[src/rtl/core/ltay_pkg.sv]
`timescale 1ns / 1ps
`default_nettype none
// ----------------------------------------------------------------------------
// ltay_pkg: shared types and constants of the log Taylor series block
// Widths, the microcode control word, step addresses and the reciprocal table
// that turns the divide by the term number into a multiply.
// ----------------------------------------------------------------------------
package ltay_pkg;

	// Series length limit and counter widths.
	localparam int MAX_TERMS = 64;
	localparam int TERM_W    = $clog2(MAX_TERMS + 1);
	localparam int CFG_W     = 7;
	localparam logic [CFG_W-1:0] TERM_RESET = CFG_W'(8);

	// Datapath widths.
	localparam int X_W    = 32;
	localparam int MAG_W  = 31;
	localparam int NUM_W  = 29;
	localparam int PROD_W = 62;
	localparam int ACC_W  = 34;

	// Multiplier operand selects.
	localparam logic [1:0] MUL_NONE = 2'd0;
	localparam logic [1:0] MUL_POW  = 2'd1;
	localparam logic [1:0] MUL_RCP  = 2'd2;
	localparam logic [1:0] MUL_QUO  = 2'd3;

	// Next-step conditions.
	localparam logic [2:0] COND_NEXT  = 3'd0;
	localparam logic [2:0] COND_START = 3'd1;
	localparam logic [2:0] COND_ZERO  = 3'd2;
	localparam logic [2:0] COND_MORE  = 3'd3;
	localparam logic [2:0] COND_OUT   = 3'd4;

	// Step addresses of the program.
	localparam int PC_W = 3;
	localparam logic [PC_W-1:0] STEP_IDLE = 3'd0;
	localparam logic [PC_W-1:0] STEP_NUM  = 3'd1;
	localparam logic [PC_W-1:0] STEP_RCP  = 3'd2;
	localparam logic [PC_W-1:0] STEP_QUO  = 3'd3;
	localparam logic [PC_W-1:0] STEP_ACC  = 3'd4;
	localparam logic [PC_W-1:0] STEP_DONE = 3'd5;

	// One control word of the program.
	typedef struct packed {
		logic [1:0]      mul_sel;
		logic            ld_num;
		logic            ld_pow;
		logic            ld_quo;
		logic            acc_en;
		logic            out_ld;
		logic [2:0]      cond;
		logic [PC_W-1:0] tgt;
	} ctrl_t;

	// Datapath status seen by the sequencer.
	typedef struct packed {
		logic zero;
		logic last;
		logic out_free;
	} stat_t;

	// Reciprocals floor((2^32 - 1) / i); entry zero is never used.
	localparam logic [31:0] RCP_NUM = 32'hFFFF_FFFF;
	localparam logic [31:0] RCP_TBL [MAX_TERMS+1] = '{
		RCP_NUM,
		RCP_NUM / 1,  RCP_NUM / 2,  RCP_NUM / 3,  RCP_NUM / 4,
		RCP_NUM / 5,  RCP_NUM / 6,  RCP_NUM / 7,  RCP_NUM / 8,
		RCP_NUM / 9,  RCP_NUM / 10, RCP_NUM / 11, RCP_NUM / 12,
		RCP_NUM / 13, RCP_NUM / 14, RCP_NUM / 15, RCP_NUM / 16,
		RCP_NUM / 17, RCP_NUM / 18, RCP_NUM / 19, RCP_NUM / 20,
		RCP_NUM / 21, RCP_NUM / 22, RCP_NUM / 23, RCP_NUM / 24,
		RCP_NUM / 25, RCP_NUM / 26, RCP_NUM / 27, RCP_NUM / 28,
		RCP_NUM / 29, RCP_NUM / 30, RCP_NUM / 31, RCP_NUM / 32,
		RCP_NUM / 33, RCP_NUM / 34, RCP_NUM / 35, RCP_NUM / 36,
		RCP_NUM / 37, RCP_NUM / 38, RCP_NUM / 39, RCP_NUM / 40,
		RCP_NUM / 41, RCP_NUM / 42, RCP_NUM / 43, RCP_NUM / 44,
		RCP_NUM / 45, RCP_NUM / 46, RCP_NUM / 47, RCP_NUM / 48,
		RCP_NUM / 49, RCP_NUM / 50, RCP_NUM / 51, RCP_NUM / 52,
		RCP_NUM / 53, RCP_NUM / 54, RCP_NUM / 55, RCP_NUM / 56,
		RCP_NUM / 57, RCP_NUM / 58, RCP_NUM / 59, RCP_NUM / 60,
		RCP_NUM / 61, RCP_NUM / 62, RCP_NUM / 63, RCP_NUM / 64
	};

endpackage

`default_nettype wire

[src/rtl/core/ltay_useq.sv]
`timescale 1ns / 1ps
`default_nettype none
// ----------------------------------------------------------------------------
// ltay_useq: microcode sequencer
// Holds the step counter, reads the control word of the current step from
// the program table and picks the next step from the jump condition.
// ----------------------------------------------------------------------------
module ltay_useq
	import ltay_pkg::*;
(
	input  wire   clk,
	input  wire   arst_n,
	input  wire   in_xfer,
	input  stat_t stat,
	output ctrl_t ctrl,
	output logic  idle
);

	logic [PC_W-1:0] pc_q;
	logic [PC_W-1:0] pc_d;
	logic [PC_W-1:0] pc_inc;

	// Program table: one control word per step.
	function automatic ctrl_t ucode(input logic [PC_W-1:0] pc);
		ctrl_t w;
		w = '0;
		case (pc)
			STEP_IDLE: begin
				w.cond = COND_START;
				w.tgt  = STEP_NUM;
			end
			STEP_NUM: begin
				w.mul_sel = MUL_POW;
				w.ld_num  = 1'b1;
				w.cond    = COND_ZERO;
				w.tgt     = STEP_DONE;
			end
			STEP_RCP: begin
				w.mul_sel = MUL_RCP;
				w.ld_pow  = 1'b1;
				w.cond    = COND_NEXT;
			end
			STEP_QUO: begin
				w.mul_sel = MUL_QUO;
				w.ld_quo  = 1'b1;
				w.cond    = COND_NEXT;
			end
			STEP_ACC: begin
				w.acc_en = 1'b1;
				w.cond   = COND_MORE;
				w.tgt    = STEP_NUM;
			end
			STEP_DONE: begin
				w.out_ld = 1'b1;
				w.cond   = COND_OUT;
				w.tgt    = STEP_IDLE;
			end
			default: begin
				w.cond = COND_NEXT;
				w.tgt  = STEP_IDLE;
			end
		endcase
		return w;
	endfunction

	assign ctrl   = ucode(pc_q);
	assign idle   = (pc_q == STEP_IDLE);
	assign pc_inc = pc_q + PC_W'(1);

	// Next step from the jump condition of the current control word.
	always_comb begin
		case (ctrl.cond)
			COND_NEXT:  pc_d = pc_inc;
			COND_START: pc_d = in_xfer ? ctrl.tgt : pc_q;
			COND_ZERO:  pc_d = stat.zero ? ctrl.tgt : pc_inc;
			COND_MORE:  pc_d = stat.last ? pc_inc : ctrl.tgt;
			COND_OUT:   pc_d = stat.out_free ? ctrl.tgt : pc_q;
			default:    pc_d = STEP_IDLE;
		endcase
	end

	// Step counter.
	always_ff @(posedge clk or negedge arst_n) begin
		if (!arst_n) begin
			pc_q <= STEP_IDLE;
		end else begin
			pc_q <= pc_d;
		end
	end

endmodule

`default_nettype wire

[src/rtl/core/ltay_dp.sv]
`timescale 1ns / 1ps
`default_nettype none
// ----------------------------------------------------------------------------
// ltay_dp: series datapath
// One shared multiplier forms the next power, the reciprocal scaling of the
// term and the check product of the quotient; an adder keeps the sum.
// ----------------------------------------------------------------------------
module ltay_dp
	import ltay_pkg::*;
(
	input  wire               clk,
	input  wire               arst_n,
	input  wire               load,
	input  wire  [X_W-1:0]    x_value,
	input  wire  [CFG_W-1:0]  term_count,
	input  ctrl_t             ctrl,
	output logic              zero,
	output logic              last,
	output logic signed [31:0] sum_sat
);

	logic [MAG_W-1:0]      mag_q;
	logic [MAG_W-1:0]      pow_q;
	logic [NUM_W-1:0]      num_q;
	logic [NUM_W-1:0]      quo_q;
	logic [PROD_W-1:0]     prod_q;
	logic signed [ACC_W-1:0] acc_q;
	logic [TERM_W-1:0]     i_q;
	logic [TERM_W-1:0]     lim_q;
	logic                  neg_q;
	logic                  zero_q;

	logic [X_W-1:0]        mag_lo;
	logic [TERM_W-1:0]     lim_d;
	logic [31:0]           mul_a;
	logic [31:0]           mul_b;
	logic [63:0]           mul_p;
	logic [31:0]           num_sum;
	logic [PROD_W-1:0]     pow_rnd;
	logic [NUM_W-1:0]      rem;
	logic [NUM_W-1:0]      term;
	logic signed [ACC_W-1:0] term_s;
	logic                  term_neg;

	// Distance of x from one, and the clamped term count.
	always_comb begin
		mag_lo = 32'h8000_0000 - x_value;
		if (term_count == '0) begin
			lim_d = TERM_W'(1);
		end else if (term_count > CFG_W'(MAX_TERMS)) begin
			lim_d = TERM_W'(MAX_TERMS);
		end else begin
			lim_d = TERM_W'(term_count);
		end
	end

	// Shared multiplier operand selection.
	always_comb begin
		case (ctrl.mul_sel)
			MUL_POW: begin
				mul_a = {1'b0, pow_q};
				mul_b = {1'b0, mag_q};
			end
			MUL_RCP: begin
				mul_a = 32'(num_q);
				mul_b = RCP_TBL[i_q];
			end
			MUL_QUO: begin
				mul_a = 32'(prod_q[60:32]);
				mul_b = 32'(i_q);
			end
			default: begin
				mul_a = '0;
				mul_b = '0;
			end
		endcase
		mul_p = mul_a * mul_b;
	end

	// Rounded divide-by-eight numerator and rounded next power.
	assign num_sum = 32'(pow_q) + 32'({i_q, 2'b00});
	assign pow_rnd = prod_q + PROD_W'(32'h4000_0000);

	// The reciprocal quotient is at most one short; the remainder fixes it.
	always_comb begin
		rem      = num_q - prod_q[NUM_W-1:0];
		term     = quo_q + NUM_W'(rem >= NUM_W'(i_q));
		term_s   = ACC_W'(term);
		term_neg = neg_q | ~i_q[0];
	end

	// Working registers.
	always_ff @(posedge clk or negedge arst_n) begin
		if (!arst_n) begin
			acc_q  <= '0;
			i_q    <= TERM_W'(1);
			lim_q  <= TERM_W'(1);
			neg_q  <= 1'b0;
			zero_q <= 1'b0;
		end else if (load) begin
			acc_q  <= '0;
			i_q    <= TERM_W'(1);
			lim_q  <= lim_d;
			neg_q  <= ~x_value[31];
			zero_q <= (x_value == '0);
		end else if (ctrl.acc_en) begin
			acc_q <= term_neg ? acc_q - term_s : acc_q + term_s;
			i_q   <= i_q + TERM_W'(1);
		end
	end

	// Payload registers of the shared unit.
	always_ff @(posedge clk) begin
		if (load) begin
			mag_q <= x_value[31] ? x_value[MAG_W-1:0] : mag_lo[MAG_W-1:0];
			pow_q <= x_value[31] ? x_value[MAG_W-1:0] : mag_lo[MAG_W-1:0];
		end else if (ctrl.ld_pow) begin
			pow_q <= pow_rnd[61:31];
		end
		if (ctrl.ld_num) begin
			num_q <= num_sum[31:3];
		end
		if (ctrl.ld_quo) begin
			quo_q <= prod_q[60:32];
		end
		if (ctrl.mul_sel != MUL_NONE) begin
			prod_q <= mul_p[PROD_W-1:0];
		end
	end

	// Status and saturated sum.
	assign zero = zero_q;
	assign last = (i_q == lim_q);

	always_comb begin
		if (acc_q > ACC_W'(32'sh7FFF_FFFF)) begin
			sum_sat = 32'sh7FFF_FFFF;
		end else if (acc_q < -(ACC_W'(33'sh0_8000_0000))) begin
			sum_sat = 32'sh8000_0000;
		end else begin
			sum_sat = acc_q[31:0];
		end
	end

endmodule

`default_nettype wire

[src/rtl/core/log_taylor_series.sv]
`timescale 1ns / 1ps
`default_nettype none
// ----------------------------------------------------------------------------
// log_taylor_series: natural logarithm by the Taylor series about one
// Sums the first term_count terms (clamped to 1..64) of the series for ln(x), x in Q1.31,
// giving a saturated Q4.28 result and a flag for a zero argument.
// ----------------------------------------------------------------------------
//  Channel  | Signals                                  | Transfer
//  ---------+------------------------------------------+----------------------
//  input    | in_valid, in_ready, x_value              | in_valid & in_ready
//  output   | out_valid, out_ready, log_value,         | out_valid & out_ready
//           | invalid_input                            |
//  config   | cfg_wr_en, cfg_wr_data (term_count)      | cfg_wr_en
//
// The block takes no new input until the sequencer is back in its idle
// step; a zero argument goes straight to the final step. Each term is
// four microcode steps on the one shared multiplier. Reset returns the
// sequencer to its idle step and term_count to 8. The result waits in an
// output register, so a stalled output holds the sequencer only in its final
// step.
// ----------------------------------------------------------------------------
module log_taylor_series
	import ltay_pkg::*;
(
	input  wire               clk,
	input  wire               arst_n,
	input  wire               in_valid,
	output logic              in_ready,
	input  wire  [X_W-1:0]    x_value,
	output logic              out_valid,
	input  wire               out_ready,
	output logic signed [31:0] log_value,
	output logic              invalid_input,
	input  wire               cfg_wr_en,
	input  wire  [CFG_W-1:0]  cfg_wr_data
);

	logic [CFG_W-1:0] term_count_q;
	logic             out_valid_q;
	logic signed [31:0] log_value_q;
	logic             invalid_q;
	logic             idle;
	logic             in_xfer;
	logic             out_ld;
	logic             out_free;
	logic             dp_zero;
	logic             dp_last;
	logic signed [31:0] sum_sat;
	ctrl_t            ctrl;
	stat_t            stat;

	assign in_ready = idle;
	assign in_xfer  = in_valid & idle;

	assign out_free = ~out_valid_q | out_ready;
	assign out_ld   = ctrl.out_ld & out_free;

	// Status word seen by the sequencer.
	assign stat = '{zero: dp_zero, last: dp_last, out_free: out_free};

	ltay_useq u_useq (
		.clk     (clk),
		.arst_n  (arst_n),
		.in_xfer (in_xfer),
		.stat    (stat),
		.ctrl    (ctrl),
		.idle    (idle)
	);

	ltay_dp u_dp (
		.clk        (clk),
		.arst_n     (arst_n),
		.load       (in_xfer),
		.x_value    (x_value),
		.term_count (term_count_q),
		.ctrl       (ctrl),
		.zero       (dp_zero),
		.last       (dp_last),
		.sum_sat    (sum_sat)
	);

	// Term count register.
	always_ff @(posedge clk or negedge arst_n) begin
		if (!arst_n) begin
			term_count_q <= TERM_RESET;
		end else if (cfg_wr_en) begin
			term_count_q <= cfg_wr_data;
		end
	end

	// Output register valid.
	always_ff @(posedge clk or negedge arst_n) begin
		if (!arst_n) begin
			out_valid_q <= 1'b0;
		end else if (out_ld) begin
			out_valid_q <= 1'b1;
		end else if (out_ready) begin
			out_valid_q <= 1'b0;
		end
	end

	// Output register payload.
	always_ff @(posedge clk) begin
		if (out_ld) begin
			log_value_q <= dp_zero ? 32'sd0 : sum_sat;
			invalid_q   <= dp_zero;
		end
	end

	assign out_valid     = out_valid_q;
	assign log_value     = log_value_q;
	assign invalid_input = invalid_q;

endmodule

`default_nettype wire

[config.mk]
export PLATFORM = sky130hd
export DESIGN_NAME = log_taylor_series
export DESIGN_NICKNAME = d
export VERILOG_FILES = /design/src/rtl/core/ltay_pkg.sv /design/src/rtl/core/ltay_useq.sv /design/src/rtl/core/ltay_dp.sv /design/src/rtl/core/log_taylor_series.sv
export SDC_FILE = /design/constraint.sdc
export NUM_CORES = 2
export LEC_CHECK = 0
export BUFFER_PORTS_ARGS = -buffer_cell sky130_fd_sc_hd__clkbuf_2
export CAP_MARGIN = 20
export CORE_MARGIN = 4
export CORE_UTILIZATION = 50
export CTS_CLUSTER_SIZE = 10
export DETAILED_ROUTE_END_ITERATION = 12
export PLACE_DENSITY = 0.68
export SYNTH_ARGS = -nofsm -noshare
export SYNTH_HDL_FRONTEND = slang
export SYNTH_SLANG_ARGS = --single-unit
[constraint.sdc]
create_clock -name clk -period 16.3 [get_ports clk]
set_clock_uncertainty 0.15 [all_clocks]
set_input_delay 0.815 -clock clk [delete_from_list [all_inputs] [get_ports clk]]
set_output_delay 0.815 -clock clk [all_outputs]
set_load 0.03 [all_outputs]
==> impl_metrics.env <==
export IMPL_required_ns=16.44
export IMPL_core_area_mm2=0.0999
export IMPL_remaining_drc_errors=0
export IMPL_cp_end_kind="flip-flop"
export IMPL_grt_pass1_wl_um=272000
export IMPL_ys_warn_count=0
export IMPL_slew_violations=0
export IMPL_slowest_stage="nand2b_2"
export IMPL_period_share=0.741
export IMPL_grt_max_degree=86
export IMPL_status="completed"
export IMPL_cts_resized=0
export IMPL_die_area_mm2=0.106
export IMPL_syn2layout_area_growth_pct=6.39
export IMPL_path_common_cell="fa_1"
export IMPL_io_pin_count=79
export IMPL_cp_data_arrival_time_ns=12.22
export IMPL_clock_sinks=275
export IMPL_tightest_slew_ns=1.17
export IMPL_dp_slack_ns=4.47
export IMPL_final_fill_count=9270
export IMPL_antenna_found_initial=2
export IMPL_async_reset_ff_frac=0.222
export IMPL_ys_types=94
export IMPL_layout_common_cells="inv_1, fa_1, nand2_1"
export IMPL_clockBufferDepth=3
export IMPL_hold_viol_final=0
export IMPL_cap_violations=0
export IMPL_nets=6959
export IMPL_synth_edf_count=214
export IMPL_layout_commonest_cell="inv_1"
export IMPL_synthCells=5721
export IMPL_setup_violations_final=0
export IMPL_grt_pass1_vias=43400
export IMPL_avgRoutedWirePerCell_um=25.8
export IMPL_post_cts_buffers=0
export IMPL_place_congestion=1.06
export IMPL_cpPeakStageDelay_ns=0.87
export IMPL_grt_overflow_total=0
export IMPL_yosys_top_cells_area="fa_1, edfxtp_1, ha_1"
export IMPL_io_buffers=78
export IMPL_clk_latency_ns=0.55
export IMPL_layout_drive_gt1_share=0.0590
export IMPL_min_path_type="in -> async"
export IMPL_synth_ff_type="edfxtp_1"
export IMPL_setup_tns_ns=0
export IMPL_cts_root_buf="clkbuf_16"
export IMPL_period_needed_ns=12.09
export IMPL_synth_fp_nets=6983
export IMPL_drtIter0Drc=4472
export IMPL_finalWorstSetupSlack_ns=4.21
export IMPL_dp_hpwl_um=141000
export IMPL_clk_pin_slew_ns=0.06
export IMPL_track_usage=0.343
export IMPL_synth_largest_area_cell="fa_1"
export IMPL_rsz0062_at_grt="no"
export IMPL_cts_buffers=36
export IMPL_vias=42200
export IMPL_ctsHoldBuffers=0
export IMPL_htreeDepth=2
export IMPL_ys_seq_elements=275
export IMPL_wl_um=181000
export IMPL_worstPathMaxFanout=46
export IMPL_dieWidth_um=325
export IMPL_start_util=0.503
export IMPL_slew_headroom=0.212
export IMPL_cts_tree="yes"
export IMPL_ant_nets=0
export IMPL_rows=116
export IMPL_dr_pass1_iters=7
export IMPL_cp_start_kind="flip-flop"
export IMPL_fmax_mhz=82.7
export IMPL_synth_top_area_share=0.346
export IMPL_via_per_inst=6.01
export IMPL_crit_type="reg -> reg"
export IMPL_yosysSeqAreaShare=0.158
export IMPL_synth_avg_cell_area_um2=8.78
export IMPL_syn_area_mm2=0.0502
export IMPL_die_h_um=325
-- final cells by class --
type	instances	area, µm²	area share
clock inverters	5	51.3	0.000960
flip-flops and latches	275	7960	0.149
inverters	948	3560	0.0666
multi-input cells	4216	37700	0.706
repair buffers	220	1510	0.0282
clock buffers	52	1010	0.0190
well taps	1298	1620	0.0304
diodes	3	7.51	0.000140
-- sequential cells by signal (all words and copies together), names as in the netlist, 3 cells and up --
| register | count |
|---|---|
| u_dp.pow_q | 31 |
| u_dp.num_q | 29 |
| u_dp.i_q | 7 |
| u_dp.lim_q | 7 |
| u_useq.pc_q | 3 |
| u_dp.quo_q | 29 |
| u_dp.mag_q | 31 |
| u_dp.acc_q | 34 |
| u_dp.prod_q | 61 |
| term_count_q | 7 |
| log_value | 32 |
-- synth_stat cells (all sizes together), types with 10 or more instances --
master and instances:
o21bai 18, fa 868, or3 12, inv 944
a22o 18, nor4 13, o21a 67, buf 39
xnor2 148, o22a 13, edfxtp 214, dfrtp 58
a21o 55, mux2 10, ha 350, nand3 97
nand2 823, nor2b 38, o21ai 240, clkbuf 243
xor2 102, a22oi 35, nand4 31, a21boi 11
o31ai 13, and2 36, o22ai 24, nand2b 48
a211oi 22, o211ai 20, a21oi 225, nor2 624
or2 10, and3 43, nor3 47, a311oi 13
a31oi 29
-- per-layer routing --
layer  vias up  track usage  routed length [µm]
li1      18100            -                   -
met1     21000        0.434               66900
met2      2401        0.540               80800
met3       638       0.0750               18900
met4         2        0.209               14300
met5         -            0                  12
-- path summary, 6_finish.rpt --
| path | start | endpoint | slack [ns] | cells past startpoint |
|---|---|---|---|---|
| worst max register to register | u_useq.pc_q[1] | u_dp.prod_q[60] | 4.21 | 32 |
| worst min-delay path | arst_n | u_dp.zero | 0.30 | 2 |
| min in group clk | x_value[0] | u_dp.mag_q[0] | 0.34 | 1 |
| max in group asynchronous | arst_n | u_dp.i_q[3] | 15.10 | 2 |
| worst max-delay path | u_useq.pc_q[1] | u_dp.prod_q[60] | 4.21 | 32 |
| worst min register to register | u_dp.prod_q[54] | u_dp.quo_q[22] | 0.37 | 0 |
-- cells by family (layout without fill, tap and decap cells) --
group                      count (synthesis)  in the layout  share of synthesized area
other                                      1              4                  0.0000746
muxes                                     17             17                    0.00396
and+or+nand+nor                         1852           1852                      0.157
AOI/OAI and AO/OA                        878            878                      0.111
buffers and inverters                   1230           1225                     0.0926
xor gates and xnor gates                 250            250                     0.0436
DFF                                      275            275                      0.158
adders and majority gates               1218           1218                      0.433
-- stage by stage --
stage | cell area [µm²] | utilization | instances | hold WS [ns]
floorplan | 50200 | - | 5721 | 0.274
global placement | 52300 | 0.524 | 6952 | 0.341
detailed placement | 52300 | 0.524 | 6955 | 0.353
CTS | 53400 | 0.535 | 7012 | 0.312
global route | 53400 | 0.535 | 7015 | 0.330
finish | 53400 | 0.535 | 7017 | 0.304
-- critical path: cells and delay by family (launching register included) --
family	cells	cell delay, ns
AOI/OAI and AO/OA	11	3.21
xor gates and xnor gates	1	0.12
adders and majority gates	10	4.70
buffers and inverters	5	0.93
DFF	1	0.42
and+or+nand+nor	5	2.24
Power is not shown: default switching activity piles up to over one toggle a cycle in this logic, so the estimate is an artifact.
